[config.mk]
export PLATFORM = sky130hd
export DESIGN_NAME = h264_rtp_packetizer_flat
export DESIGN_NICKNAME = d
export VERILOG_FILES = /design/src/sv/h264rtp_pkg.sv /design/src/sv/h264rtp_nal_if.sv /design/src/sv/h264rtp_pkt_if.sv /design/src/sv/h264_rtp_packetizer.sv /design/src/sv/h264rtp_stamp.sv /design/src/sv/h264rtp_top_unused_guard.sv /design/src/flat_wrapper.sv
export SDC_FILE = /design/constraint.sdc
export NUM_CORES = 2
export LEC_CHECK = 0
export BUFFER_PORTS_ARGS = -buffer_cell sky130_fd_sc_hd__buf_2
export CAP_MARGIN = 0
export CORE_ASPECT_RATIO = 2
export CORE_UTILIZATION = 65
export DETAILED_ROUTE_END_ITERATION = 10
export PLACE_DENSITY_LB_ADDON = 0.12
export SKIP_CTS_REPAIR_TIMING = 1
export SYNTH_ARGS = -nofsm -noshare
export SYNTH_HDL_FRONTEND = slang
export SYNTH_SLANG_ARGS = --single-unit
[constraint.sdc]
create_clock -name clk_i -period 34.7 [get_ports clk_i]
set_input_delay 1.735 -clock clk_i [delete_from_list [all_inputs] [get_ports clk_i]]
set_output_delay 1.735 -clock clk_i [all_outputs]
set_load 0.02 [all_outputs]
[src/sv/h264rtp_pkg.sv]
`timescale 1ns / 1ps

package h264rtp_pkg;

  localparam int unsigned MAX_NALS_PER_AU_DEF = 256;
  localparam int unsigned MAX_NAL_BYTES_DEF   = 65535;

  localparam int unsigned CFG_IDX_W  = 1;
  localparam int unsigned CFG_DATA_W = 11;

  localparam logic [10:0] MAX_PAYLOAD_RST  = 11'd1200;
  localparam logic [6:0]  PAYLOAD_TYPE_RST = 7'd96;
  localparam logic [10:0] PAYLOAD_MIN      = 11'd1100;
  localparam logic [10:0] PAYLOAD_MAX      = 11'd1500;
  localparam logic [10:0] PEND_TOTAL_RST   = 11'd13;

  localparam logic [4:0] STAP_A_TYPE = 5'd24;
  localparam logic [4:0] FU_A_TYPE   = 5'd28;

  localparam logic [1:0] KIND_SINGLE = 2'd0;
  localparam logic [1:0] KIND_STAP   = 2'd1;
  localparam logic [1:0] KIND_FU     = 2'd2;

  typedef enum logic [CFG_IDX_W-1:0] {
    REG_MAX_PAYLOAD  = 1'b0,
    REG_PAYLOAD_TYPE = 1'b1
  } cfg_reg_e;

  typedef enum logic [2:0] {
    S_IDLE,
    S_STAMP,
    S_DECIDE,
    S_FLUSH1,
    S_ACT,
    S_FU,
    S_FLUSH2
  } seq_state_e;

  typedef enum logic [1:0] {
    ACT_APPEND,
    ACT_GROUP,
    ACT_SINGLE,
    ACT_FRAG
  } nal_act_e;

  typedef enum logic [2:0] {
    TS_IDLE,
    TS_ABS,
    TS_MUL,
    TS_DIV,
    TS_SIGN
  } ts_state_e;

  typedef struct packed {
    logic        start;
    logic [62:0] t;
    logic [62:0] t0;
  } stamp_req_t;

  typedef struct packed {
    logic        done;
    logic [31:0] ts;
  } stamp_res_t;

  typedef struct packed {
    logic [1:0]  packet_kind;
    logic [7:0]  rtp_second_byte;
    logic [31:0] rtp_timestamp;
    logic [7:0]  payload_header;
    logic [7:0]  fu_header;
    logic [7:0]  first_nal;
    logic [8:0]  nal_count;
    logic [15:0] copy_offset;
    logic [10:0] copy_length;
    logic [10:0] packet_length;
    logic        last_of_run;
  } pkt_t;

endpackage

[src/sv/h264rtp_nal_if.sv]
`timescale 1ns / 1ps

interface h264rtp_nal_if;
  logic        valid;
  logic        ready;
  logic [15:0] nal_size;
  logic [7:0]  nal_header;
  logic [62:0] media_time_us;
  logic        last_nal;

  modport source (
    output valid, nal_size, nal_header, media_time_us, last_nal,
    input  ready
  );

  modport sink (
    input  valid, nal_size, nal_header, media_time_us, last_nal,
    output ready
  );
endinterface

[src/sv/h264rtp_pkt_if.sv]
`timescale 1ns / 1ps

interface h264rtp_pkt_if;
  logic        valid;
  logic        ready;
  logic [1:0]  packet_kind;
  logic [7:0]  rtp_second_byte;
  logic [31:0] rtp_timestamp;
  logic [7:0]  payload_header;
  logic [7:0]  fu_header;
  logic [7:0]  first_nal;
  logic [8:0]  nal_count;
  logic [15:0] copy_offset;
  logic [10:0] copy_length;
  logic [10:0] packet_length;
  logic        last_of_run;

  modport source (
    output valid, packet_kind, rtp_second_byte, rtp_timestamp, payload_header,
           fu_header, first_nal, nal_count, copy_offset, copy_length,
           packet_length, last_of_run,
    input  ready
  );

  modport sink (
    input  valid, packet_kind, rtp_second_byte, rtp_timestamp, payload_header,
           fu_header, first_nal, nal_count, copy_offset, copy_length,
           packet_length, last_of_run,
    output ready
  );
endinterface

[src/sv/h264_rtp_packetizer.sv]
`timescale 1ns / 1ps

// H.264 RTP packetizer (RFC 6184 packet planning). Takes one NAL unit
// descriptor per beat and returns RTP packet descriptors: NALs are packed
// greedily into a STAP-A while it fits max_payload, a group of one leaves as
// a single-NAL packet, and NALs too large for one packet are cut into FU-A
// fragments. The marker rides on the packet that closes the access unit; the
// timestamp is (time - first time) * 9 / 100 at 90 kHz. After its beat, a
// NAL waits while the timestamp is formed: difference, magnitude, times
// nine, a divide by 100 in three 24-bit digit steps on one reciprocal
// multiplier, sign, and hand-off to the planner. Then come a decide step, a
// flush of the pending group if it must close first, the act step, the FU-A
// fragments one after another, a flush of the group that ends the access
// unit, and the return to idle, where the next beat is taken. A step that
// emits a packet waits while the output register is full. Input is not ready
// while a NAL is in work. Finished packets wait in an output register, so the
// next NAL can be taken while the last packet is still pending. Write
// max_payload and payload_type only while the block is idle.
module h264_rtp_packetizer #(
  parameter int unsigned MAX_NALS_PER_AU = h264rtp_pkg::MAX_NALS_PER_AU_DEF,
  parameter int unsigned MAX_NAL_BYTES   = h264rtp_pkg::MAX_NAL_BYTES_DEF
) (
  input  logic                                  clk_i,
  input  logic                                  rst_ni,
  input  logic                                  cfg_we_i,
  input  logic [h264rtp_pkg::CFG_IDX_W-1:0]     cfg_idx_i,
  input  logic [h264rtp_pkg::CFG_DATA_W-1:0]    cfg_wdata_i,
  h264rtp_nal_if.sink                           nal_i,
  h264rtp_pkt_if.source                         pkt_o
);
  import h264rtp_pkg::*;

  localparam int unsigned CAP_INT = (MAX_NALS_PER_AU < 511) ? MAX_NALS_PER_AU : 511;
  localparam logic [8:0]  CAP     = 9'(CAP_INT);
  localparam logic [15:0] NAL_LIM = 16'(MAX_NAL_BYTES);

  seq_state_e  state_q, state_d;
  nal_act_e    act_q, act_d;
  logic        flush2_q, flush2_d;
  logic [15:0] size_q, size_d;
  logic [7:0]  hdr_q, hdr_d;
  logic        last_q, last_d;
  logic [31:0] ts_q, ts_d;
  logic [15:0] off_q, off_d;

  logic [8:0]  pend_count_q, pend_count_d;
  logic [10:0] pend_total_q, pend_total_d;
  logic [7:0]  pend_first_q, pend_first_d;
  logic        pend_forb_q, pend_forb_d;
  logic [1:0]  pend_nri_q, pend_nri_d;
  logic [31:0] pend_ts_q, pend_ts_d;
  logic [7:0]  nal_index_q, nal_index_d;
  logic [62:0] start_time_q, start_time_d;
  logic        started_q, started_d;

  logic [10:0] max_payload_q;
  logic [6:0]  payload_type_q;

  logic        in_beat;
  stamp_req_t  stamp_req;
  stamp_res_t  stamp_res;

  logic [10:0] maxp;
  logic [16:0] sum_app;
  logic        fits_app, fits_group, fits_single;
  logic [15:0] frag_rem;
  logic [10:0] chunk;
  logic        frag_end;
  logic [10:0] frag_copy;

  logic        out_free;
  logic        push;
  pkt_t        pkt;

  // configuration registers
  always_ff @(posedge clk_i or negedge rst_ni) begin
    if (!rst_ni) begin
      max_payload_q  <= MAX_PAYLOAD_RST;
      payload_type_q <= PAYLOAD_TYPE_RST;
    end else if (cfg_we_i) begin
      case (cfg_idx_i)
        REG_MAX_PAYLOAD:  max_payload_q  <= cfg_wdata_i;
        REG_PAYLOAD_TYPE: payload_type_q <= cfg_wdata_i[6:0];
        default: ;
      endcase
    end
  end

  always_ff @(posedge clk_i or negedge rst_ni) begin
    if (!rst_ni) begin
      state_q      <= S_IDLE;
      pend_count_q <= '0;
      pend_total_q <= PEND_TOTAL_RST;
      pend_first_q <= '0;
      pend_forb_q  <= 1'b0;
      pend_nri_q   <= '0;
      pend_ts_q    <= '0;
      nal_index_q  <= '0;
      start_time_q <= '0;
      started_q    <= 1'b0;
    end else begin
      state_q      <= state_d;
      pend_count_q <= pend_count_d;
      pend_total_q <= pend_total_d;
      pend_first_q <= pend_first_d;
      pend_forb_q  <= pend_forb_d;
      pend_nri_q   <= pend_nri_d;
      pend_ts_q    <= pend_ts_d;
      nal_index_q  <= nal_index_d;
      start_time_q <= start_time_d;
      started_q    <= started_d;
    end
  end

  always_ff @(posedge clk_i) begin
    act_q    <= act_d;
    flush2_q <= flush2_d;
    size_q   <= size_d;
    hdr_q    <= hdr_d;
    last_q   <= last_d;
    ts_q     <= ts_d;
    off_q    <= off_d;
  end

  assign in_beat     = nal_i.valid && nal_i.ready;
  assign nal_i.ready = (state_q == S_IDLE);

  assign stamp_req.start = in_beat;
  assign stamp_req.t     = nal_i.media_time_us;
  assign stamp_req.t0    = started_q ? start_time_q : nal_i.media_time_us;

  h264rtp_stamp u_stamp (
    .clk_i  (clk_i),
    .rst_ni (rst_ni),
    .req_i  (stamp_req),
    .res_o  (stamp_res)
  );

  always_comb begin
    if (max_payload_q < PAYLOAD_MIN) begin
      maxp = PAYLOAD_MIN;
    end else if (max_payload_q > PAYLOAD_MAX) begin
      maxp = PAYLOAD_MAX;
    end else begin
      maxp = max_payload_q;
    end
  end

  assign sum_app     = 17'(pend_total_q) + 17'(size_q) + 17'd2;
  assign fits_app    = (pend_count_q != '0) && (pend_count_q < CAP) &&
                       (sum_app <= 17'(maxp));
  assign fits_group  = (17'(size_q) + 17'd15) <= 17'(maxp);
  assign fits_single = (17'(size_q) + 17'd12) <= 17'(maxp);

  assign frag_rem  = size_q - off_q;
  assign chunk     = maxp - 11'd14;
  assign frag_end  = frag_rem <= 16'(chunk);
  assign frag_copy = frag_end ? frag_rem[10:0] : chunk;

  // packet descriptor for the current step
  always_comb begin
    pkt = '0;
    pkt.rtp_second_byte[6:0] = payload_type_q;
    case (state_q)
      S_FLUSH1, S_FLUSH2: begin
        pkt.rtp_second_byte[7] = (state_q == S_FLUSH2);
        pkt.rtp_timestamp      = pend_ts_q;
        pkt.first_nal          = pend_first_q;
        if (pend_count_q == 9'd1) begin
          pkt.packet_kind   = KIND_SINGLE;
          pkt.nal_count     = 9'd1;
          pkt.copy_length   = pend_total_q - 11'd15;
          pkt.packet_length = pend_total_q - 11'd3;
        end else begin
          pkt.packet_kind    = KIND_STAP;
          pkt.payload_header = {pend_forb_q, pend_nri_q, STAP_A_TYPE};
          pkt.nal_count      = pend_count_q;
          pkt.packet_length  = pend_total_q;
        end
        if (state_q == S_FLUSH2) begin
          pkt.last_of_run = 1'b1;
        end else begin
          pkt.last_of_run = !(act_q == ACT_SINGLE || act_q == ACT_FRAG) && !flush2_q;
        end
      end
      S_ACT: begin
        pkt.packet_kind        = KIND_SINGLE;
        pkt.rtp_second_byte[7] = last_q;
        pkt.rtp_timestamp      = ts_q;
        pkt.first_nal          = nal_index_q;
        pkt.nal_count          = 9'd1;
        pkt.copy_length        = size_q[10:0];
        pkt.packet_length      = 11'(size_q + 16'd12);
        pkt.last_of_run        = 1'b1;
      end
      S_FU: begin
        pkt.packet_kind        = KIND_FU;
        pkt.rtp_second_byte[7] = frag_end && last_q;
        pkt.rtp_timestamp      = ts_q;
        pkt.payload_header     = {hdr_q[7:5], FU_A_TYPE};
        pkt.fu_header          = {off_q == 16'd1, (off_q != 16'd1) && frag_end, 1'b0,
                                  hdr_q[4:0]};
        pkt.first_nal          = nal_index_q;
        pkt.nal_count          = 9'd1;
        pkt.copy_offset        = off_q;
        pkt.copy_length        = frag_copy;
        pkt.packet_length      = frag_copy + 11'd14;
        pkt.last_of_run        = frag_end;
      end
      default: ;
    endcase
  end

  assign push = out_free &&
                (state_q == S_FLUSH1 || state_q == S_FLUSH2 || state_q == S_FU ||
                 (state_q == S_ACT && act_q == ACT_SINGLE));

  always_comb begin
    state_d      = state_q;
    act_d        = act_q;
    flush2_d     = flush2_q;
    size_d       = size_q;
    hdr_d        = hdr_q;
    last_d       = last_q;
    ts_d         = ts_q;
    off_d        = off_q;
    pend_count_d = pend_count_q;
    pend_total_d = pend_total_q;
    pend_first_d = pend_first_q;
    pend_forb_d  = pend_forb_q;
    pend_nri_d   = pend_nri_q;
    pend_ts_d    = pend_ts_q;
    nal_index_d  = nal_index_q;
    start_time_d = start_time_q;
    started_d    = started_q;
    case (state_q)
      S_IDLE: begin
        if (in_beat) begin
          size_d  = (nal_i.nal_size > NAL_LIM) ? NAL_LIM : nal_i.nal_size;
          hdr_d   = nal_i.nal_header;
          last_d  = nal_i.last_nal;
          state_d = S_STAMP;
          if (!started_q) begin
            start_time_d = nal_i.media_time_us;
            started_d    = 1'b1;
          end
        end
      end
      S_STAMP: begin
        if (stamp_res.done) begin
          ts_d    = stamp_res.ts;
          state_d = S_DECIDE;
        end
      end
      S_DECIDE: begin
        if (fits_app) begin
          act_d = ACT_APPEND;
        end else if (fits_group) begin
          act_d = ACT_GROUP;
        end else if (fits_single) begin
          act_d = ACT_SINGLE;
        end else begin
          act_d = ACT_FRAG;
        end
        flush2_d = last_q && (fits_app || fits_group);
        state_d  = (!fits_app && (pend_count_q != '0)) ? S_FLUSH1 : S_ACT;
      end
      S_FLUSH1: begin
        if (out_free) begin
          pend_count_d = '0;
          pend_total_d = PEND_TOTAL_RST;
          pend_forb_d  = 1'b0;
          pend_nri_d   = '0;
          state_d      = S_ACT;
        end
      end
      S_ACT: begin
        case (act_q)
          ACT_APPEND: begin
            pend_count_d = pend_count_q + 9'd1;
            pend_total_d = sum_app[10:0];
            pend_forb_d  = pend_forb_q | hdr_q[7];
            pend_nri_d   = (hdr_q[6:5] > pend_nri_q) ? hdr_q[6:5] : pend_nri_q;
            state_d      = flush2_q ? S_FLUSH2 : S_IDLE;
          end
          ACT_GROUP: begin
            pend_count_d = 9'd1;
            pend_total_d = 11'(size_q + 16'd15);
            pend_first_d = nal_index_q;
            pend_forb_d  = hdr_q[7];
            pend_nri_d   = hdr_q[6:5];
            pend_ts_d    = ts_q;
            state_d      = flush2_q ? S_FLUSH2 : S_IDLE;
          end
          ACT_SINGLE: begin
            if (out_free) begin
              state_d = S_IDLE;
            end
          end
          ACT_FRAG: begin
            off_d   = 16'd1;
            state_d = S_FU;
          end
          default: begin
            state_d = S_IDLE;
          end
        endcase
      end
      S_FU: begin
        if (out_free) begin
          off_d = off_q + 16'(frag_copy);
          if (frag_end) begin
            state_d = S_IDLE;
          end
        end
      end
      S_FLUSH2: begin
        if (out_free) begin
          pend_count_d = '0;
          pend_total_d = PEND_TOTAL_RST;
          pend_forb_d  = 1'b0;
          pend_nri_d   = '0;
          state_d      = S_IDLE;
        end
      end
      default: begin
        state_d = S_IDLE;
      end
    endcase
    // advance the NAL index when the NAL is done, or clear it after the last NAL
    if (state_q != S_IDLE && state_d == S_IDLE) begin
      nal_index_d = last_q ? 8'd0 : nal_index_q + 8'd1;
    end
  end

  h264rtp_outreg u_outreg (
    .clk_i  (clk_i),
    .rst_ni (rst_ni),
    .push_i (push),
    .pkt_i  (pkt),
    .free_o (out_free),
    .pkt_o  (pkt_o)
  );

  a_pend_empty: assert property (@(posedge clk_i) disable iff (!rst_ni)
    pend_count_q == '0 |->
      pend_total_q == PEND_TOTAL_RST && !pend_forb_q && pend_nri_q == '0)
    else $error("empty group with stale totals");

  a_in_busy: assert property (@(posedge clk_i) disable iff (!rst_ni)
    in_beat |=> !nal_i.ready)
    else $error("input taken while a NAL is in work");

  a_stamp_when: assert property (@(posedge clk_i) disable iff (!rst_ni)
    stamp_res.done |-> state_q == S_STAMP)
    else $error("timestamp finished outside its wait state");

  a_pend_cap: assert property (@(posedge clk_i) disable iff (!rst_ni)
    pend_count_q <= CAP && pend_total_q <= PAYLOAD_MAX)
    else $error("pending group beyond its limits");

endmodule

[src/sv/h264rtp_stamp.sv]
`timescale 1ns / 1ps

module h264rtp_stamp (
  input  logic                    clk_i,
  input  logic                    rst_ni,
  input  h264rtp_pkg::stamp_req_t req_i,
  output h264rtp_pkg::stamp_res_t res_o
);
  import h264rtp_pkg::*;

  localparam int unsigned DVD_W     = 72;
  localparam int unsigned DIG_W     = 24;
  localparam logic [1:0]  LAST_STEP = 2'd2;
  localparam logic [27:0] RECIP     = 28'hA3D70A4;
  localparam logic [6:0]  DIVISOR   = 7'd100;

  ts_state_e         state_q, state_d;
  logic [63:0]       diff_q, diff_d;
  logic              neg_q, neg_d;
  logic [DVD_W-1:0]  dvd_q, dvd_d;
  logic [6:0]        rem_q, rem_d;
  logic [31:0]       quo_q, quo_d;
  logic [1:0]        cnt_q, cnt_d;
  stamp_res_t        res_q, res_d;

  logic [30:0] part;
  logic [55:0] prod;
  logic [23:0] qdig;
  logic [30:0] back;

  always_ff @(posedge clk_i or negedge rst_ni) begin
    if (!rst_ni) begin
      state_q <= TS_IDLE;
      res_q   <= '0;
    end else begin
      state_q <= state_d;
      res_q   <= res_d;
    end
  end

  always_ff @(posedge clk_i) begin
    diff_q <= diff_d;
    neg_q  <= neg_d;
    dvd_q  <= dvd_d;
    rem_q  <= rem_d;
    quo_q  <= quo_d;
    cnt_q  <= cnt_d;
  end

  // divide one 24-bit digit by 100: quarter it, then scale by 2^32 / 25
  assign part = {rem_q, dvd_q[DVD_W-1 -: DIG_W]};
  assign prod = 56'(part[30:2]) * 56'(RECIP);
  assign qdig = prod[55:32];
  assign back = 31'(qdig) * 31'(DIVISOR);

  always_comb begin
    state_d  = state_q;
    diff_d   = diff_q;
    neg_d    = neg_q;
    dvd_d    = dvd_q;
    rem_d    = rem_q;
    quo_d    = quo_q;
    cnt_d    = cnt_q;
    res_d    = res_q;
    res_d.done = 1'b0;
    case (state_q)
      TS_IDLE: begin
        if (req_i.start) begin
          diff_d  = {1'b0, req_i.t} - {1'b0, req_i.t0};
          state_d = TS_ABS;
        end
      end
      TS_ABS: begin
        neg_d   = diff_q[63];
        diff_d  = diff_q[63] ? (~diff_q + 64'd1) : diff_q;
        state_d = TS_MUL;
      end
      TS_MUL: begin
        dvd_d   = {5'b00000, diff_q, 3'b000} + {8'h00, diff_q};
        rem_d   = '0;
        quo_d   = '0;
        cnt_d   = '0;
        state_d = TS_DIV;
      end
      TS_DIV: begin
        rem_d = 7'(part - back);
        quo_d = {quo_q[7:0], qdig};
        dvd_d = {dvd_q[DVD_W-DIG_W-1:0], {DIG_W{1'b0}}};
        cnt_d = cnt_q + 2'd1;
        if (cnt_q == LAST_STEP) begin
          state_d = TS_SIGN;
        end
      end
      TS_SIGN: begin
        res_d.ts   = neg_q ? (32'd0 - quo_q) : quo_q;
        res_d.done = 1'b1;
        state_d    = TS_IDLE;
      end
      default: begin
        state_d = TS_IDLE;
      end
    endcase
  end

  assign res_o = res_q;

endmodule

[src/sv/h264rtp_top_unused_guard.sv]
`timescale 1ns / 1ps

module h264rtp_outreg (
  input  logic              clk_i,
  input  logic              rst_ni,
  input  logic              push_i,
  input  h264rtp_pkg::pkt_t pkt_i,
  output logic              free_o,
  h264rtp_pkt_if.source     pkt_o
);
  import h264rtp_pkg::*;

  logic valid_q, valid_d;
  pkt_t out_q, out_d;

  always_ff @(posedge clk_i or negedge rst_ni) begin
    if (!rst_ni) begin
      valid_q <= 1'b0;
    end else begin
      valid_q <= valid_d;
    end
  end

  always_ff @(posedge clk_i) begin
    out_q <= out_d;
  end

  assign free_o = !valid_q || pkt_o.ready;

  always_comb begin
    valid_d = valid_q;
    out_d   = out_q;
    if (push_i && free_o) begin
      valid_d = 1'b1;
      out_d   = pkt_i;
    end else if (pkt_o.ready) begin
      valid_d = 1'b0;
    end
  end

  assign pkt_o.valid           = valid_q;
  assign pkt_o.packet_kind     = out_q.packet_kind;
  assign pkt_o.rtp_second_byte = out_q.rtp_second_byte;
  assign pkt_o.rtp_timestamp   = out_q.rtp_timestamp;
  assign pkt_o.payload_header  = out_q.payload_header;
  assign pkt_o.fu_header       = out_q.fu_header;
  assign pkt_o.first_nal       = out_q.first_nal;
  assign pkt_o.nal_count       = out_q.nal_count;
  assign pkt_o.copy_offset     = out_q.copy_offset;
  assign pkt_o.copy_length     = out_q.copy_length;
  assign pkt_o.packet_length   = out_q.packet_length;
  assign pkt_o.last_of_run     = out_q.last_of_run;

  a_fu_len: assert property (@(posedge clk_i) disable iff (!rst_ni)
    valid_q && out_q.packet_kind == KIND_FU |->
      out_q.packet_length == out_q.copy_length + 11'd14)
    else $error("FU-A length mismatch");

  a_hold: assert property (@(posedge clk_i) disable iff (!rst_ni)
    valid_q && !pkt_o.ready |=> valid_q && $stable(out_q))
    else $error("output beat changed while stalled");

  a_single_count: assert property (@(posedge clk_i) disable iff (!rst_ni)
    valid_q && out_q.packet_kind != KIND_STAP |-> out_q.nal_count == 9'd1)
    else $error("single or FU-A packet with count other than one");

endmodule

[src/flat_wrapper.sv]
// flat-port wrapper written by rule: the top's interface ports become plain ports
module h264_rtp_packetizer_flat import h264rtp_pkg::*;
#(
  parameter int unsigned MAX_NALS_PER_AU = h264rtp_pkg::MAX_NALS_PER_AU_DEF,
  parameter int unsigned MAX_NAL_BYTES   = h264rtp_pkg::MAX_NAL_BYTES_DEF
)
  (clk_i, rst_ni, cfg_we_i, cfg_idx_i, cfg_wdata_i, nal_i_valid, nal_i_nal_size, nal_i_nal_header, nal_i_media_time_us, nal_i_last_nal, nal_i_ready, pkt_o_valid, pkt_o_packet_kind, pkt_o_rtp_second_byte, pkt_o_rtp_timestamp, pkt_o_payload_header, pkt_o_fu_header, pkt_o_first_nal, pkt_o_nal_count, pkt_o_copy_offset, pkt_o_copy_length, pkt_o_packet_length, pkt_o_last_of_run, pkt_o_ready);
  h264rtp_nal_if nal_i_i ();
  h264rtp_pkt_if pkt_o_i ();
  input  logic clk_i;
  input  logic rst_ni;
  input  logic cfg_we_i;
  input  logic [h264rtp_pkg::CFG_IDX_W-1:0] cfg_idx_i;
  input  logic [h264rtp_pkg::CFG_DATA_W-1:0] cfg_wdata_i;
  input wire logic [$bits(nal_i_i.valid)-1:0] nal_i_valid;
  input wire logic [$bits(nal_i_i.nal_size)-1:0] nal_i_nal_size;
  input wire logic [$bits(nal_i_i.nal_header)-1:0] nal_i_nal_header;
  input wire logic [$bits(nal_i_i.media_time_us)-1:0] nal_i_media_time_us;
  input wire logic [$bits(nal_i_i.last_nal)-1:0] nal_i_last_nal;
  output wire logic [$bits(nal_i_i.ready)-1:0] nal_i_ready;
  output wire logic [$bits(pkt_o_i.valid)-1:0] pkt_o_valid;
  output wire logic [$bits(pkt_o_i.packet_kind)-1:0] pkt_o_packet_kind;
  output wire logic [$bits(pkt_o_i.rtp_second_byte)-1:0] pkt_o_rtp_second_byte;
  output wire logic [$bits(pkt_o_i.rtp_timestamp)-1:0] pkt_o_rtp_timestamp;
  output wire logic [$bits(pkt_o_i.payload_header)-1:0] pkt_o_payload_header;
  output wire logic [$bits(pkt_o_i.fu_header)-1:0] pkt_o_fu_header;
  output wire logic [$bits(pkt_o_i.first_nal)-1:0] pkt_o_first_nal;
  output wire logic [$bits(pkt_o_i.nal_count)-1:0] pkt_o_nal_count;
  output wire logic [$bits(pkt_o_i.copy_offset)-1:0] pkt_o_copy_offset;
  output wire logic [$bits(pkt_o_i.copy_length)-1:0] pkt_o_copy_length;
  output wire logic [$bits(pkt_o_i.packet_length)-1:0] pkt_o_packet_length;
  output wire logic [$bits(pkt_o_i.last_of_run)-1:0] pkt_o_last_of_run;
  input wire logic [$bits(pkt_o_i.ready)-1:0] pkt_o_ready;
  assign nal_i_i.valid = nal_i_valid;
  assign nal_i_i.nal_size = nal_i_nal_size;
  assign nal_i_i.nal_header = nal_i_nal_header;
  assign nal_i_i.media_time_us = nal_i_media_time_us;
  assign nal_i_i.last_nal = nal_i_last_nal;
  assign nal_i_ready = nal_i_i.ready;
  assign pkt_o_valid = pkt_o_i.valid;
  assign pkt_o_packet_kind = pkt_o_i.packet_kind;
  assign pkt_o_rtp_second_byte = pkt_o_i.rtp_second_byte;
  assign pkt_o_rtp_timestamp = pkt_o_i.rtp_timestamp;
  assign pkt_o_payload_header = pkt_o_i.payload_header;
  assign pkt_o_fu_header = pkt_o_i.fu_header;
  assign pkt_o_first_nal = pkt_o_i.first_nal;
  assign pkt_o_nal_count = pkt_o_i.nal_count;
  assign pkt_o_copy_offset = pkt_o_i.copy_offset;
  assign pkt_o_copy_length = pkt_o_i.copy_length;
  assign pkt_o_packet_length = pkt_o_i.packet_length;
  assign pkt_o_last_of_run = pkt_o_i.last_of_run;
  assign pkt_o_i.ready = pkt_o_ready;
  h264_rtp_packetizer #(.MAX_NALS_PER_AU(MAX_NALS_PER_AU), .MAX_NAL_BYTES(MAX_NAL_BYTES)) u_core (.clk_i(clk_i), .rst_ni(rst_ni), .cfg_we_i(cfg_we_i), .cfg_idx_i(cfg_idx_i), .cfg_wdata_i(cfg_wdata_i), .nal_i(nal_i_i), .pkt_o(pkt_o_i));
endmodule
---- Yosys cells after proc, flatten, opt, wreduce, memory -nomap -nowiden ----
Index checks and enable logic that the tools add are counted.
storage, ports and cells
  bits in registers ....................... 561
  latch bits .............................. 0
  bits in writable memories ............... 0
  ROM bits ................................ 0
  bits of input ports ..................... 105
  output and inout port bits .............. 116
  word-level logic and storage cells ...... 208
  memories ................................ 0
cells by class
  add/sub/neg operators ................... 20
  $mul .................................... 2
  div/mod/pow operators ................... 0
  $lt $le $gt $ge ......................... 9
  equal/unequal tests ..................... 25
  shift operators ......................... 0
  mux-type cells .......................... 58
  bitwise logic cells ..................... 3
  reductions and logical operators ........ 48
operator list
  cell                                                                    number
  72-bit case mux with 2 select lines                                     1
  64-bit 2-to-1 mux                                                       2
  32-bit case mux with 2 select lines                                     2
  64-bit case mux with 2 select lines                                     1
  23-bit case mux with 3 select lines                                     1
  67-bit by 64-bit adder with 68-bit output                               1
  11-bit 2-to-1 mux                                                       6
  64-bit by 1-bit adder with 64-bit output (second input constant)        1
  64-bit NOT                                                              1
  63-bit by 63-bit subtractor with 64-bit output                          1
  63-bit 2-to-1 mux                                                       1
  29-bit by 26-bit multiplier with 54-bit output (second input constant)  1
  17-bit by 11-bit less-or-equal comparator with 1-bit output             3
  11-bit case mux with 2 select lines                                     2
  9-bit case mux with 2 select lines                                      2
  16-bit by 4-bit adder with 17-bit output (second input constant)        2
  17-bit case mux with 2 select lines                                     1
  11-bit by 4-bit adder with 11-bit output (second input constant)        3
  33-bit 2-to-1 mux                                                       1
  16-bit 2-to-1 mux                                                       2
  32-bit 2-to-1 mux                                                       1
  16-bit case mux with 2 select lines                                     1
  1-bit by 32-bit subtractor with 32-bit output (first input constant)    1
  3-bit 2-to-1 mux                                                        10
  other kinds (53)                                                        117

---- Logic depth before layout (Yosys ltp) ----
  depth in word-level cells ............... 11
  gate-level depth with buffers ........... 36
  gate-level depth less buffers ........... 33

---- Hierarchy ----
From an unflattened synthesis, not the netlist that was laid out.
second synthesis, totals
  cells, all modules ...................... 4635
  area, all modules ....................... 47434.2 µm²
by module, submodules not included
  module               times used  cells an instance  area each (µm²)  seq. area each (µm²)
  h264rtp_stamp        1           3081               28891.5          6246.0
  h264_rtp_packetizer  1           1436               15065.7          6197.2
  h264rtp_outreg       1           118                3477.1           3448.3

---- Worst setup path before layout ----
No wires, ideal clock.
  kind .................................... input to register
  start ................................... input port pkt_o_ready
  end ..................................... register u_core.u_outreg.out_q (netlist bit u_core.u_outreg.pkt_o.copy_length[0]) (enable)
  library setup time ...................... 0.848 ns
  data arrival time ....................... 12.255 ns
  data required time ...................... 33.852 ns
  path slack .............................. 21.596 ns
  stages on the path ...................... 2
  path buffers ............................ 0
  path through ............................ nor2b_1 -> nor4_1
on the way
  word-level cells in the longest chain between the ends .. 3
RTL lines
  what                    line                            text
  start: declaration      flat_wrapper.sv:33              input wire logic [$bits(pkt_o_i.ready)-1:0] pkt_o_ready;
  1-bit logical OR (*)    h264rtp_top_unused_guard.sv:28  assign free_o = !valid_q || pkt_o.ready;
  1-bit logical AND       h264_rtp_packetizer.sv:214      assign push = out_free &&
  1-bit logical AND (*)   h264rtp_top_unused_guard.sv:33  if (push_i && free_o) begin
  end signal: assignment  h264rtp_top_unused_guard.sv:25  out_q <= out_d;
  end: declaration        h264rtp_top_unused_guard.sv:14  pkt_t out_q, out_d;
Mark *: on every way between the ends. The rest lies on a longest branch, timed or not.
A chain may end at the register's enable or synchronous reset.

---- Worst setup path in the final report ----
  start ................................... register u_core.u_stamp.dvd_q[54]
  end ..................................... register u_core.u_stamp.rem_q[6] (data pin)
on the way
  word-level cells in the longest chain between the ends .. 4
RTL lines
  what                                            line                 text
  start: declaration                              h264rtp_stamp.sv:20  logic [DVD_W-1:0] dvd_q, dvd_d;
  start signal: assignment                        h264rtp_stamp.sv:44  dvd_q <= dvd_d;
  29-bit by 26-bit multiplier with 54-bit output  h264rtp_stamp.sv:52  assign prod = 56'(part[30:2]) * 56'(RECIP);
  via u_core.u_stamp.prod[35]                     h264rtp_stamp.sv:27  logic [55:0] prod;
  24-bit by 5-bit multiplier with 5-bit output    h264rtp_stamp.sv:54  assign back = 31'(qdig) * 31'(DIVISOR);
  7-bit subtractor                                h264rtp_stamp.sv:86  rem_d = 7'(part - back);
  7-bit case mux with 2 select lines              h264rtp_stamp.sv:66  case (state_q)
  end signal: assignment                          h264rtp_stamp.sv:45  rem_q <= rem_d;
  end: declaration                                h264rtp_stamp.sv:21  logic [6:0] rem_q, rem_d;
The timed path passes the listed nets, and every way through them passes these cells.

==> impl_results.md <==
* Min-delay src: u_core.u_stamp.res_o[3]$_DFFE_PN0P_
* HP Class: reg -> reg
* Worst slack at placement at 26,360 ps
* Crit Path Class: reg -> reg
* CP max-delay cell: o21ai_0
* CTS H-tree depth at 2
* R2R Path Start: u_core.u_stamp.dvd_q[54]$_DFFE_PP_
* Violated checks: capacitance limit
* # clock sinks at 557
* Synth top area share at 0.234
* Layout Nets at 5,702
* CP Launch Point: u_core.u_stamp.dvd_q[54]$_DFFE_PP_
* CP most frequent cell: inv_1
* Dpl hpwl at 123 mm
* Chip Height at 381 µm
* Cts bufs inserted at 51
* CTS clk-pin slew, worst paths at 90 ps
* Vias in the first global route at 39,900
* Total GRT Usage at 0.451
* Max frequency at 118 MHz
* Critical path capture point type: flip-flop
* Post-Synthesis Cells at 4,618
* Site row count at 138
* CP Launch Type: flip-flop
* Routed Antenna Nets at 0
* Via Count at 37,500
* Final hold vios at 0
* Synth Register Bits at 557
* Gr ovfl total at 0
* Multi-input gate area at 28,500 µm²
* Fin crit share at 0.244
* Area grow syn2layout at 8.17%
* Top post-synthesis cells by area: edfxtp_1 23%, ha_1 15%, fa_1 12%, dfrtp_1 9.9%, inv_1 3.9%
* # fillers at 5,575
* PortBufs at 217
* Clock Latency Late Sink at 690 ps
* Cell at the root of the clock tree: clkbuf_16
* Final wirelength at 158 mm
* Initial antenna violation count at 17
* WP data arrival at 8880 ps
* Total of max-cap violations at 1
* Io pins at 221
* Synth async-reset ratio at 0.346
* Count of cell types in the netlist at 86
* Max_slew headroom at 0.00281
* DP Area at 48,600 µm²
* Area leader, netlist: edfxtp_1
* Sequential-to-total area share from yosys stat at 0.338
* Number of synthesized flops with an enable pin at 364
* DR vias/cell at 6.54
* Crit path required time at 35,110 ps
* Most frequent cells in the layout: 549 x ha_1, 481 x inv_1, 364 x edfxtp_1, 311 x nand2_1, 311 x nor2_1
* First-pass GRT wire length at 241 mm
* Commonest non-fill, non-tap cell in the layout: ha_1
* Top fanout value on the critical path at 9
* Area of the die at 72,900 µm²
* Synth warnings at 0
* Max-slew violation count at 0
* Residual DRC at 0
* Die Wd at 191 µm
* RD Place Congestion at 1.11
* Measured slew at the worst slew-check pin at 1490 ps
* Pre-antenna DRT Iters at 6
* Top FF cell, synth: edfxtp_1
* Cell Area, Synth at 46,700 µm²
* Syn avg cell area at 10.1 µm²
* Largest stage delay, worst path at 790 ps
* Core area at 71,000 µm²
* RSZ-0062 raised after global routing: no
* Min Tclk post-route at 8470 ps
* Clk buf depth at 3
* Skew final at 39.8 ps
* Final setup viols at 0
* Design Area, Final at 50,500 µm²
* Largest net degree at the start of global routing at 84
* Final setup TNS at 0 ps
* CTS tree: done
* Storage cell area at 15,800 µm²
* Outcome: complete, but fails checks
* PnR worst setup slack at 26,230 ps
* Initial Utilization at 0.658
* DRT iter0 DRCs at 2,564
* Share of cells above drive strength 1 at 0.0953
* Wire length per cell at 27.6 µm
-- kinds of logic (layout without fill, tap and decap cells) --
logic type,count (synthesis),after routing,synth area share
buf+inv,649,837,0.0526
other cells,2,22,0.000161
mux,142,142,0.0321
xor+xnor,307,307,0.0576
compound gates,1031,1031,0.140
fa+ha+maj,825,825,0.266
flops,557,557,0.338
simple gates,1105,1105,0.114
-- flip-flops by register name, indices dropped and copies added (netlist names), 8 cells and up --
signal                                 count
u_core.u_outreg.pkt_o.copy_offset         16
u_core.ts_q                               32
u_core.u_stamp.diff_q                     64
u_core.pend_first_q                        8
u_core.u_outreg.pkt_o.copy_length         11
u_core.u_outreg.pkt_o.first_nal            8
u_core.u_stamp.dvd_q                      72
u_core.u_outreg.pkt_o.rtp_second_byte      8
u_core.pend_count_q                        9
u_core.u_outreg.pkt_o.nal_count            9
u_core.max_payload_q                      11
u_core.u_stamp.quo_q                      32
u_core.off_q                              16
u_core.u_outreg.pkt_o.rtp_timestamp       32
u_core.u_stamp.res_o                      33
u_core.pend_total_q                       11
u_core.hdr_q                               8
u_core.start_time_q                       63
u_core.size_q                             16
u_core.nal_index_q                         8
u_core.u_outreg.pkt_o.packet_length       11
u_core.pend_ts_q                          32
-- cell usage after synthesis, types with 9 or more instances --
cell type	number
dfrtp_1	184
dfstp_2	9
a21oi_1	270
clkbuf_1	148
mux2_2	62
o41ai_1	10
ha_1	549
a2111oi_0	10
o211ai_1	13
nand2b_1	36
nor3_1	77
inv_1	482
and3_1	45
xnor2_1	170
nor2_1	312
a21boi_0	9
and2_1	32
o22ai_1	55
o21bai_1	33
or3_1	23
buf_1	10
edfxtp_1	364
nand2_1	314
nor4_1	33
nand3_1	60
fa_1	276
a22oi_1	9
nor2b_1	38
mux2i_1	80
or2_2	9
a211oi_1	19
or4_1	20
nand4_1	60
a221o_1	11
a31oi_1	29
a22o_1	48
o21a_1	37
o21ai_0	261
a21o_1	123
xor2_1	137
o31ai_1	28
-- critical path, delay by kind of cell, from the launching register on --
| kind | cells | cell delay (ps) |
|---|---|---|
| flops | 1 | 620 |
| buf+inv | 7 | 470 |
| compound gates | 4 | 1430 |
| simple gates | 4 | 750 |
| fa+ha+maj | 10 | 4330 |
| xor+xnor | 4 | 620 |
-- path summary, 6_finish.rpt --
path	to	slack [ps]	cells after the start
max	u_core.u_stamp.rem_q[6]$_SDFFCE_PN0P_	26230	29
min	u_core.ts_q[3]$_DFFE_PP_	430	0
max reg2reg	u_core.u_stamp.rem_q[6]$_SDFFCE_PN0P_	26230	29
min reg2reg	u_core.ts_q[3]$_DFFE_PP_	430	0
max in group asynchronous	u_core.payload_type_q[4]$_DFFE_PN0P_	32180	2
min in group asynchronous	u_core.start_time_q[44]$_DFFE_PN0P_	1100	1
-- layer usage --
metal	global-route usage	vias up	part of all wire
li1	-	16600	-
met5	0.00412	-	0.00038
met3	0.134	973	0.070
met2	0.791	1795	0.52
met4	0.492	8	0.14
met1	0.374	18100	0.28
-- per-stage QoR --
| stage | hold WS (ps) | cells | utilization |
|---|---|---|---|
| 3_3_place_gp | 426 | 5629 | 0.685 |
| 6_report | 431 | 5736 | 0.711 |
| 3_5_place_dp | 432 | 5629 | 0.685 |
| 5_1_grt | 452 | 5732 | 0.711 |
| 4_1_cts | 444 | 5725 | 0.711 |
| 2_1_floorplan | 419 | 4627 | - |
-- final cells by class --
type | count | share of cell area
Tap cell | 910 | 0.0226
Multi-Input combinational cell | 3421 | 0.565
Clock buffer | 60 | 0.0270
Sequential cell | 557 | 0.313
Antenna cell | 11 | 0.000545
Timing Repair Buffer | 256 | 0.0275
Clock inverter | 36 | 0.00877
Inverter | 485 | 0.0361
Power is left out: the tool's default activity adds up to more than one toggle a clock period on the data nets, which glitch-free logic cannot reach.
